<file path="config.mk">
export PLATFORM = sky130hd
export DESIGN_NAME = variation_axis_normalizer_core_flat
export DESIGN_NICKNAME = d
export VERILOG_FILES = /design/src/rtl/van_pkg.sv /design/src/rtl/van_if.sv /design/src/rtl/van_div.sv /design/src/rtl/variation_axis_normalizer_core.sv /design/src/flat_wrapper.sv
export SDC_FILE = /design/constraint.sdc
export NUM_CORES = 2
export LEC_CHECK = 0
export BUFFER_PORTS_ARGS = -buffer_cell sky130_fd_sc_hd__buf_2
export CORE_AREA = 2 2 642 325
export DETAILED_ROUTE_END_ITERATION = 16
export DIE_AREA = 0 0 644 327
export PLACE_DENSITY_LB_ADDON = 0.1
export SETUP_SLACK_MARGIN = 0.3
export SLEW_MARGIN = 20
export SYNTH_ARGS = -nofsm -noshare
export SYNTH_HDL_FRONTEND = slang
export SYNTH_SLANG_ARGS = --single-unit
</file>
<file path="constraint.sdc">
create_clock -name clk -period 13.6 [get_ports clk]
set_input_delay 3.4 -clock clk [delete_from_list [all_inputs] [get_ports clk]]
set_output_delay 3.4 -clock clk [all_outputs]
set_load 0.01 [all_outputs]
</file>
<file path="src/rtl/van_pkg.sv">
// Package for the variation axis normaliser: constants, codes, beat types and the sequencer
// state type. No dependencies; van_div, the core and the testbench import it.
`default_nettype none
package van_pkg;
	localparam int MaxPairs = 8;
	localparam int IdxW = 3;
	localparam int CntW = 4;
	localparam int DivW = 48;

	localparam logic [1:0] CFG_MIN = 2'd0;
	localparam logic [1:0] CFG_DEF = 2'd1;
	localparam logic [1:0] CFG_MAX = 2'd2;
	localparam logic [1:0] CFG_CNT = 2'd3;

	localparam logic [1:0] ST_OK = 2'd0;
	localparam logic [1:0] ST_ORDER = 2'd1;
	localparam logic [1:0] ST_EQUAL = 2'd2;

	typedef struct packed {
		logic mode;
		logic [31:0] user_value;
		logic [IdxW-1:0] pair_index;
		logic [15:0] pair_source;
		logic [15:0] pair_target;
	} coord_req_t;

	typedef struct packed {
		logic [15:0] mapped_coordinate;
		logic [1:0] status;
	} coord_res_t;

	typedef enum logic [3:0] {
		S_IDLE, S_NORM, S_NDIV, S_NFIN, S_SRCH, S_MUL, S_IDIV, S_IFIN, S_OUT
	} state_t;
endpackage
`default_nettype wire

</file>
<file path="src/rtl/van_if.sv">
// Valid/ready channel interface carrying one beat of payload.
// Depends on nothing; the payload type is a parameter.
`default_nettype none
interface van_if #(parameter type payload_t = logic) (input wire logic clk);
	logic valid;
	logic ready;
	payload_t payload;
	modport source (output valid, output payload, input ready);
	modport sink (input valid, input payload, output ready);
endinterface
`default_nettype wire

</file>
<file path="src/rtl/van_div.sv">
// Restoring serial divider, one quotient bit per cycle, for unsigned operands.
// Depends on van_pkg.
`default_nettype none
module van_div
	import van_pkg::*;
(
	input wire logic clk,
	input wire logic arst_n,
	input wire logic start,
	input wire logic [DivW-1:0] num,
	input wire logic [DivW-1:0] den,
	output logic done,
	output logic [DivW-1:0] quo,
	output logic [DivW-1:0] rem
);
	logic [DivW-1:0] d_q;
	logic [5:0] cnt_q;
	logic busy_q;

	always_ff @(posedge clk or negedge arst_n) begin
		if (!arst_n) begin
			busy_q <= 1'b0;
			done <= 1'b0;
			cnt_q <= '0;
		end else begin
			done <= 1'b0;
			if (start) begin
				busy_q <= 1'b1;
				cnt_q <= 6'(DivW);
			end else if (busy_q) begin
				cnt_q <= cnt_q - 6'd1;
				if (cnt_q == 6'd1) begin
					busy_q <= 1'b0;
					done <= 1'b1;
				end
			end
		end
	end

	always_ff @(posedge clk) begin
		logic [DivW:0] sh;
		sh = {rem, quo[DivW-1]};
		if (start) begin
			quo <= num;
			rem <= '0;
			d_q <= den;
		end else if (busy_q) begin
			if (sh >= {1'b0, d_q}) begin
				rem <= DivW'(sh - {1'b0, d_q});
				quo <= {quo[DivW-2:0], 1'b1};
			end else begin
				rem <= sh[DivW-1:0];
				quo <= {quo[DivW-2:0], 1'b0};
			end
		end
	end
endmodule
`default_nettype wire

</file>
<file path="src/rtl/variation_axis_normalizer_core.sv">
// Variation axis normaliser: one user coordinate in 16.16 gives one 2.14 coordinate per item.
// A coordinate takes up to two passes of a 48-step serial divider, one for the axis scaling
// and one for the segment interpolation, plus a search of one map pair per cycle. A new beat
// is taken only when the result beat has been accepted. Uses van_pkg, van_if and van_div.
`default_nettype none
module variation_axis_normalizer_core
	import van_pkg::*;
(
	input wire logic clk,
	input wire logic arst_n,
	van_if.sink in_ch,
	van_if.source out_ch,
	input wire logic cfg_we,
	input wire logic [1:0] cfg_index,
	input wire logic [31:0] cfg_data
);
	logic signed [31:0] min_q, def_q, max_q;
	logic [CntW-1:0] cnt_q;
	logic signed [15:0] src_mem [MaxPairs];
	logic signed [15:0] tgt_mem [MaxPairs];

	state_t st_q, st_d;
	logic signed [32:0] u_q;
	logic neg_q;
	logic signed [16:0] coord_q;
	logic [IdxW:0] i_q;
	logic signed [16:0] pf_q, pt_q, f_q, t_q;
	logic signed [47:0] num_q;
	logic signed [16:0] res_q;
	logic [1:0] stat_q;
	logic ovalid_q;

	logic dstart_q, ddone;
	logic [DivW-1:0] dquo, drem;
	logic [DivW-1:0] dnum_q, dden_q;
	logic [CntW-1:0] lim;
	logic signed [16:0] rd_s, rd_t;
	logic order_bad;

	van_div u_div (.clk, .arst_n, .start(dstart_q), .num(dnum_q), .den(dden_q),
		.done(ddone), .quo(dquo), .rem(drem));

	assign order_bad = (min_q > def_q) || (def_q > max_q);
	assign lim = (cnt_q > CntW'(MaxPairs)) ? CntW'(MaxPairs) : cnt_q;
	assign rd_s = 17'(src_mem[i_q[IdxW-1:0]]);
	assign rd_t = 17'(tgt_mem[i_q[IdxW-1:0]]);

	assign in_ch.ready = (st_q == S_IDLE) && !ovalid_q;
	assign out_ch.valid = ovalid_q;
	assign out_ch.payload.mapped_coordinate = res_q[15:0];
	assign out_ch.payload.status = stat_q;

	always_ff @(posedge clk or negedge arst_n) begin
		if (!arst_n) begin
			min_q <= '0;
			def_q <= '0;
			max_q <= '0;
			cnt_q <= '0;
		end else if (cfg_we) begin
			unique case (cfg_index)
				CFG_MIN: min_q <= cfg_data;
				CFG_DEF: def_q <= cfg_data;
				CFG_MAX: max_q <= cfg_data;
				CFG_CNT: cnt_q <= cfg_data[CntW-1:0];
				default: ;
			endcase
		end
	end

	always_comb begin
		st_d = st_q;
		unique case (st_q)
			S_IDLE: if (in_ch.valid && in_ch.ready)
				st_d = in_ch.payload.mode ? S_OUT : S_NORM;
			S_NORM: st_d = order_bad ? S_OUT : S_NDIV;
			S_NDIV: if (ddone) st_d = S_NFIN;
			S_NFIN: st_d = S_SRCH;
			S_SRCH: begin
				if (lim < CntW'(2) || i_q == (IdxW+1)'(lim)) st_d = S_OUT;
				else if (coord_q <= rd_s) begin
					if (coord_q == rd_s || i_q == '0 || rd_s <= pf_q) st_d = S_OUT;
					else st_d = S_MUL;
				end
			end
			S_MUL: st_d = S_IDIV;
			S_IDIV: if (ddone) st_d = S_IFIN;
			S_IFIN: st_d = S_OUT;
			S_OUT: st_d = S_IDLE;
			default: st_d = S_IDLE;
		endcase
	end

	always_ff @(posedge clk or negedge arst_n) begin
		if (!arst_n) begin
			st_q <= S_IDLE;
			ovalid_q <= 1'b0;
			dstart_q <= 1'b0;
		end else begin
			st_q <= st_d;
			dstart_q <= (st_q == S_NORM && !order_bad) || st_q == S_MUL;
			if (st_q == S_OUT) ovalid_q <= 1'b1;
			else if (out_ch.valid && out_ch.ready) ovalid_q <= 1'b0;
		end
	end

	always_ff @(posedge clk) begin
		logic signed [32:0] uc;
		logic signed [33:0] rng, dif;
		logic signed [48:0] qq;
		logic signed [47:0] nm;
		if (st_q == S_IDLE && in_ch.valid && in_ch.ready) begin
			stat_q <= ST_OK;
			res_q <= '0;
			i_q <= '0;
			u_q <= 33'($signed(in_ch.payload.user_value));
			if (in_ch.payload.mode) begin
				src_mem[in_ch.payload.pair_index] <= in_ch.payload.pair_source;
				tgt_mem[in_ch.payload.pair_index] <= in_ch.payload.pair_target;
			end
		end
		unique case (st_q)
			S_NORM: begin
				uc = u_q;
				if (uc < 33'(min_q)) uc = 33'(min_q);
				if (uc > 33'(max_q)) uc = 33'(max_q);
				neg_q <= uc < 33'(def_q);
				coord_q <= '0;
				if (uc < 33'(def_q)) begin
					rng = 34'(def_q) - 34'(min_q);
					dif = 34'(def_q) - 34'(uc);
				end else begin
					rng = 34'(max_q) - 34'(def_q);
					dif = 34'(uc) - 34'(def_q);
				end
				if (rng == 34'sd0) begin
					dnum_q <= '0;
					dden_q <= DivW'(1);
				end else begin
					dnum_q <= DivW'({dif, 15'd0}) + DivW'(rng);
					dden_q <= DivW'({rng, 1'b0});
				end
				if (order_bad) stat_q <= ST_ORDER;
			end
			S_NFIN: begin
				coord_q <= neg_q ? -17'(dquo) : 17'(dquo);
				res_q <= neg_q ? -17'(dquo) : 17'(dquo);
				pf_q <= rd_s;
				pt_q <= rd_t;
			end
			S_SRCH: begin
				f_q <= rd_s;
				t_q <= rd_t;
				if (lim >= CntW'(2) && i_q != (IdxW+1)'(lim)) begin
					if (coord_q <= rd_s) begin
						if (coord_q == rd_s || i_q == '0) res_q <= rd_t;
						else if (rd_s <= pf_q) begin
							stat_q <= ST_EQUAL;
							res_q <= '0;
						end
						num_q <= 48'(34'(pt_q) * 34'(rd_s - pf_q));
					end else begin
						pf_q <= rd_s;
						pt_q <= rd_t;
						res_q <= rd_t;
						i_q <= i_q + 1'b1;
					end
				end
			end
			S_MUL: begin
				nm = num_q + 48'(34'(coord_q - pf_q) * 34'(t_q - pt_q));
				dden_q <= DivW'(f_q - pf_q);
				neg_q <= nm < 0;
				dnum_q <= (nm < 0) ? DivW'(-nm) : DivW'(nm);
			end
			S_IFIN: ;
			default: ;
		endcase
		if (st_q == S_IFIN) begin
			qq = 49'(dquo);
			if (neg_q) begin
				qq = -qq;
				if (drem != 0) qq = qq - 49'sd1;
				// Remainder in floor terms is den - rem when rem is non-zero.
				if (drem != 0) begin
					if ((DivW+1)'(dden_q - drem) * 2 > (DivW+1)'(dden_q) ||
						((DivW+1)'(dden_q - drem) * 2 == (DivW+1)'(dden_q) && qq[0]))
						qq = qq + 49'sd1;
				end
			end else begin
				if ({1'b0, drem} * 2 > (DivW+1)'(dden_q) ||
					({1'b0, drem} * 2 == (DivW+1)'(dden_q) && qq[0]))
					qq = qq + 49'sd1;
			end
			if (qq > 49'sd16384) qq = 49'sd16384;
			if (qq < -49'sd16384) qq = -49'sd16384;
			res_q <= 17'(qq);
		end
	end
endmodule
`default_nettype wire

</file>
<file path="src/flat_wrapper.sv">
// flat-port wrapper written by rule: the top's interface ports become plain ports
module variation_axis_normalizer_core_flat import van_pkg::*;
  (clk, arst_n, cfg_we, cfg_index, cfg_data, in_ch_valid, in_ch_payload, in_ch_ready, out_ch_valid, out_ch_payload, out_ch_ready);
  van_if #(.payload_t(coord_req_t)) in_ch_i (.clk(clk));
  van_if #(.payload_t(coord_res_t)) out_ch_i (.clk(clk));
  input wire logic clk;
  input wire logic arst_n;
  input wire logic cfg_we;
  input wire logic [1:0] cfg_index;
  input wire logic [31:0] cfg_data;
  input wire logic [$bits(in_ch_i.valid)-1:0] in_ch_valid;
  input wire logic [$bits(in_ch_i.payload)-1:0] in_ch_payload;
  output wire logic [$bits(in_ch_i.ready)-1:0] in_ch_ready;
  output wire logic [$bits(out_ch_i.valid)-1:0] out_ch_valid;
  output wire logic [$bits(out_ch_i.payload)-1:0] out_ch_payload;
  input wire logic [$bits(out_ch_i.ready)-1:0] out_ch_ready;
  assign in_ch_i.valid = in_ch_valid;
  assign in_ch_i.payload = in_ch_payload;
  assign in_ch_ready = in_ch_i.ready;
  assign out_ch_valid = out_ch_i.valid;
  assign out_ch_payload = out_ch_i.payload;
  assign out_ch_i.ready = out_ch_ready;
  variation_axis_normalizer_core u_core (.clk(clk), .arst_n(arst_n), .in_ch(in_ch_i), .out_ch(out_ch_i), .cfg_we(cfg_we), .cfg_index(cfg_index), .cfg_data(cfg_data));
endmodule
</file>
==> flow_summary.json <==
{
  "status": "completed",
  "cts_made_buffers": 81,
  "drtAntennaViolNets": 0,
  "syn_area_mm2": 0.0815,
  "setup.worst_path.start_class": "register",
  "track_usage_pct": 29.1,
  "cts_tree": "built",
  "max_stage_delay_ns": 0.57,
  "fin_skew_ns": 0.0791,
  "vias": 67900,
  "worstPathArrival_ns": 13.26,
  "fin_nets": 10300,
  "setup_viol": 0,
  "synth_edf_count": 571,
  "clock_sinks": 755,
  "hp-class": "register to register",
  "htree_levels": 3,
  "ys_seq_area_share_pct": 26.3,
  "fin_crit_ns": 12.83,
  "place_hpwl_um": 257000,
  "rows": 118,
  "gp_congestion": 1.00,
  "antenna_found_initial": 32,
  "fillers": 19900,
  "maxCapViolCount": 0,
  "first_iter_violations": 8428,
  "dieArea_mm2": 0.211,
  "grt_pass1_vias": 62900,
  "core_area_mm2": 0.205,
  "fp.dieH_um": 327,
  "post-route-period-util_pct": 94.4,
  "holdBufCountCts": 0,
  "syn-mean-instance-area_um2": 9.38,
  "io_pins": 127,
  "cts_root_buffer": "clkbuf_16",
  "finalMaxSlewViolations": 0,
  "syn_nets": 10200,
  "die_w_um": 644,
  "clk_pin_slew_worst_paths_ns": 0.06,
  "grt_pass1_wl_um": 450000,
  "hold_viol": 0,
  "synthCells": 8691,
  "clock_path_buffers": 3,
  "drc_errors": 0,
  "port_buffers": 126,
  "synth_ff_type": "edfxtp_1",
  "start_util_pct": 39.7,
  "crit_type": "register to register",
  "ys_seq_elements": 755,
  "area_delta_synth_final_pct": 9.72,
  "grt_max_degree": 84,
  "ys_types": 97,
  "drive_gt1_share_pct": 10.6,
  "finalWirelength_um": 312000,
  "crit_path_max_fanout": 11,
  "worst_pin_slew_ns": 1.17,
  "dr.pass1.iters": 6,
  "required_ns": 14.02,
  "slowest_stage": "fa_1",
  "routedWlPerCell_um": 26.8,
  "rsz0062_at_grt": "no",
  "grt_overflow": 0,
  "worstSetupEndpointType": "register",
  "routed_via_density": 5.84,
  "relSlewSlack_pct": 21.3,
  "synthArstFlopShare_pct": 15.1,
  "synth_warnings": 0,
  "maxClockFrequency_ghz": 0.0779,
  "fin_setup_tns_ns": 0,
  "insertion_delay_ns": 0.73
}
==> repair_timing <==
action / 4_1_cts / 5_1_grt
hold endpoints to repair: 0 / 0
setup endpoints to repair: 9 / 53
buffers inserted: 0 / 25
pin swaps: 0 / 12
gates resized for setup: 7 / 77
==> layout by cell type (no fill, tap or decap), drive strengths merged, types with 58 or more instances in the layout <==
cell | synthesis | final
nor2 | 652 | 652
xor2 | 172 | 172
mux2 | 198 | 198
nand4 | 104 | 104
o21ai | 385 | 385
nand3 | 150 | 150
nor3 | 170 | 170
a21o | 141 | 141
fa | 653 | 653
inv | 1120 | 1122
nor2b | 82 | 82
nand2 | 741 | 741
and2 | 127 | 127
xnor2 | 341 | 341
o21a | 63 | 63
mux2i | 106 | 106
edfxtp | 571 | 571
ha | 719 | 719
or3 | 67 | 67
buf | 39 | 348
nor4 | 80 | 80
a21oi | 432 | 432
dfxtp | 70 | 70
dfrtp | 114 | 114
and3 | 64 | 64
a31oi | 62 | 62
nand2b | 149 | 149
a211oi | 90 | 90
o21bai | 58 | 58
clkbuf | 289 | 102
mux4 | 64 | 64
==> registers in the layout (all words and copies together) (netlist names), 35 cells and up <==
name / cells
u_core.u_div.d_q: 35
u_core.u_div.rem: 48
u_core.u_div.quo: 48
u_core.tgt_mem: 128
u_core.dnum_q: 48
u_core.num_q: 35
u_core.src_mem: 128
u_core.dden_q: 35
==> final timing paths <==
check / depth (start not counted) / start / to / slack, ns
worst max-delay path: 50 / u_core.coord_q[0] / u_core.dnum_q[35] / 0.77
worst min-delay path: 2 / u_core.stat_q[0] / u_core.stat_q[0] / 0.50
worst max register to register: 50 / u_core.coord_q[0] / u_core.dnum_q[35] / 0.77
worst min register to register: 2 / u_core.stat_q[0] / u_core.stat_q[0] / 0.50
max in group asynchronous: 2 / arst_n / u_core.dstart_q / 9.66
min in group asynchronous: 1 / arst_n / u_core.min_q[29] / 2.72
==> layer usage <==
layer | vias to the layer above | part of all wire, % | GRT usage (%) | wire length, um
li1 | 30300 | - | - | -
met1 | 33900 | 53 | 50.9 | 165000
met2 | 3393 | 32 | 32.3 | 101000
met3 | 228 | 14 | 10.4 | 42200
met4 | 24 | 1.0 | 3.31 | 3230
met5 | - | 0.083 | 0 | 259
==> cell type report <==
cell class	count	area, um2	share of cell area [%]
Clock buffer	102	2150	2.40
Inverter	1121	4220	4.71
Multi-Input combinational cell	6487	55200	61.7
Antenna cell	5	12.5	0.0140
Tap cell	2760	3450	3.86
Timing Repair Buffer	348	2400	2.69
Sequential cell	755	21400	23.9
Clock inverter	47	566	0.632
==> cells by family after synthesis <==
logic type,Yosys count,share of synthesized area [%]
xor+xnor,513,5.52
simple gates,2581,15.5
buf+inv,1449,6.71
flops,755,26.3
fa+ha+maj,1372,27.1
mux,368,5.80
compound gates,1653,13.1
==> cells in the mapped netlist, types with 70 or more instances <==
cell type,instances,area (um2)
nor2b_1,82,513
nand3_1,150,751
nand4_1,103,644
and2_1,127,795
a21oi_1,432,2160
nor3_1,167,836
o21ai_0,373,1870
nor2_1,652,2450
nor4_1,76,475
clkbuf_1,289,1080
nand2_1,741,2780
ha_1,719,9000
edfxtp_1,571,17100
xor2_1,172,1510
nand2b_1,149,932
a211oi_1,90,676
mux2_2,198,2230
a21o_1,141,1060
mux2i_1,106,1060
xnor2_1,340,2980
dfxtp_1,70,1400
dfrtp_1,114,2850
inv_1,1120,4200
fa_1,653,13100
==> through the flow <==
step | worst slack, ns | util, % | cells | cell area [um2] | hold slack, ns
6_report | 0.768 | 43.6 | 11600 | 89400 | 0.505
5_1_grt | 0.246 | 43.6 | 11600 | 89400 | 0.530
4_1_cts | 0.252 | 43.3 | 11600 | 88900 | 0.500
3_5_place_dp | 0.177 | 42.0 | 11400 | 86100 | 0.491
3_3_place_gp | 0.145 | 42.0 | 11400 | 86100 | 0.478
2_1_floorplan | 0.331 | - | 8691 | 81500 | 0.455
==> worst max-delay path: cells and delay by family (launching register included) <==
kind / cells / cell delay [ns]
compound gates: 23 / 4.51
xor+xnor: 4 / 1.03
fa+ha+maj: 10 / 4.32
buf+inv: 9 / 0.91
flops: 1 / 0.39
simple gates: 4 / 1.36
Power is not shown: default switching activity piles up to over one toggle a cycle in this logic, so the estimate is an artifact.
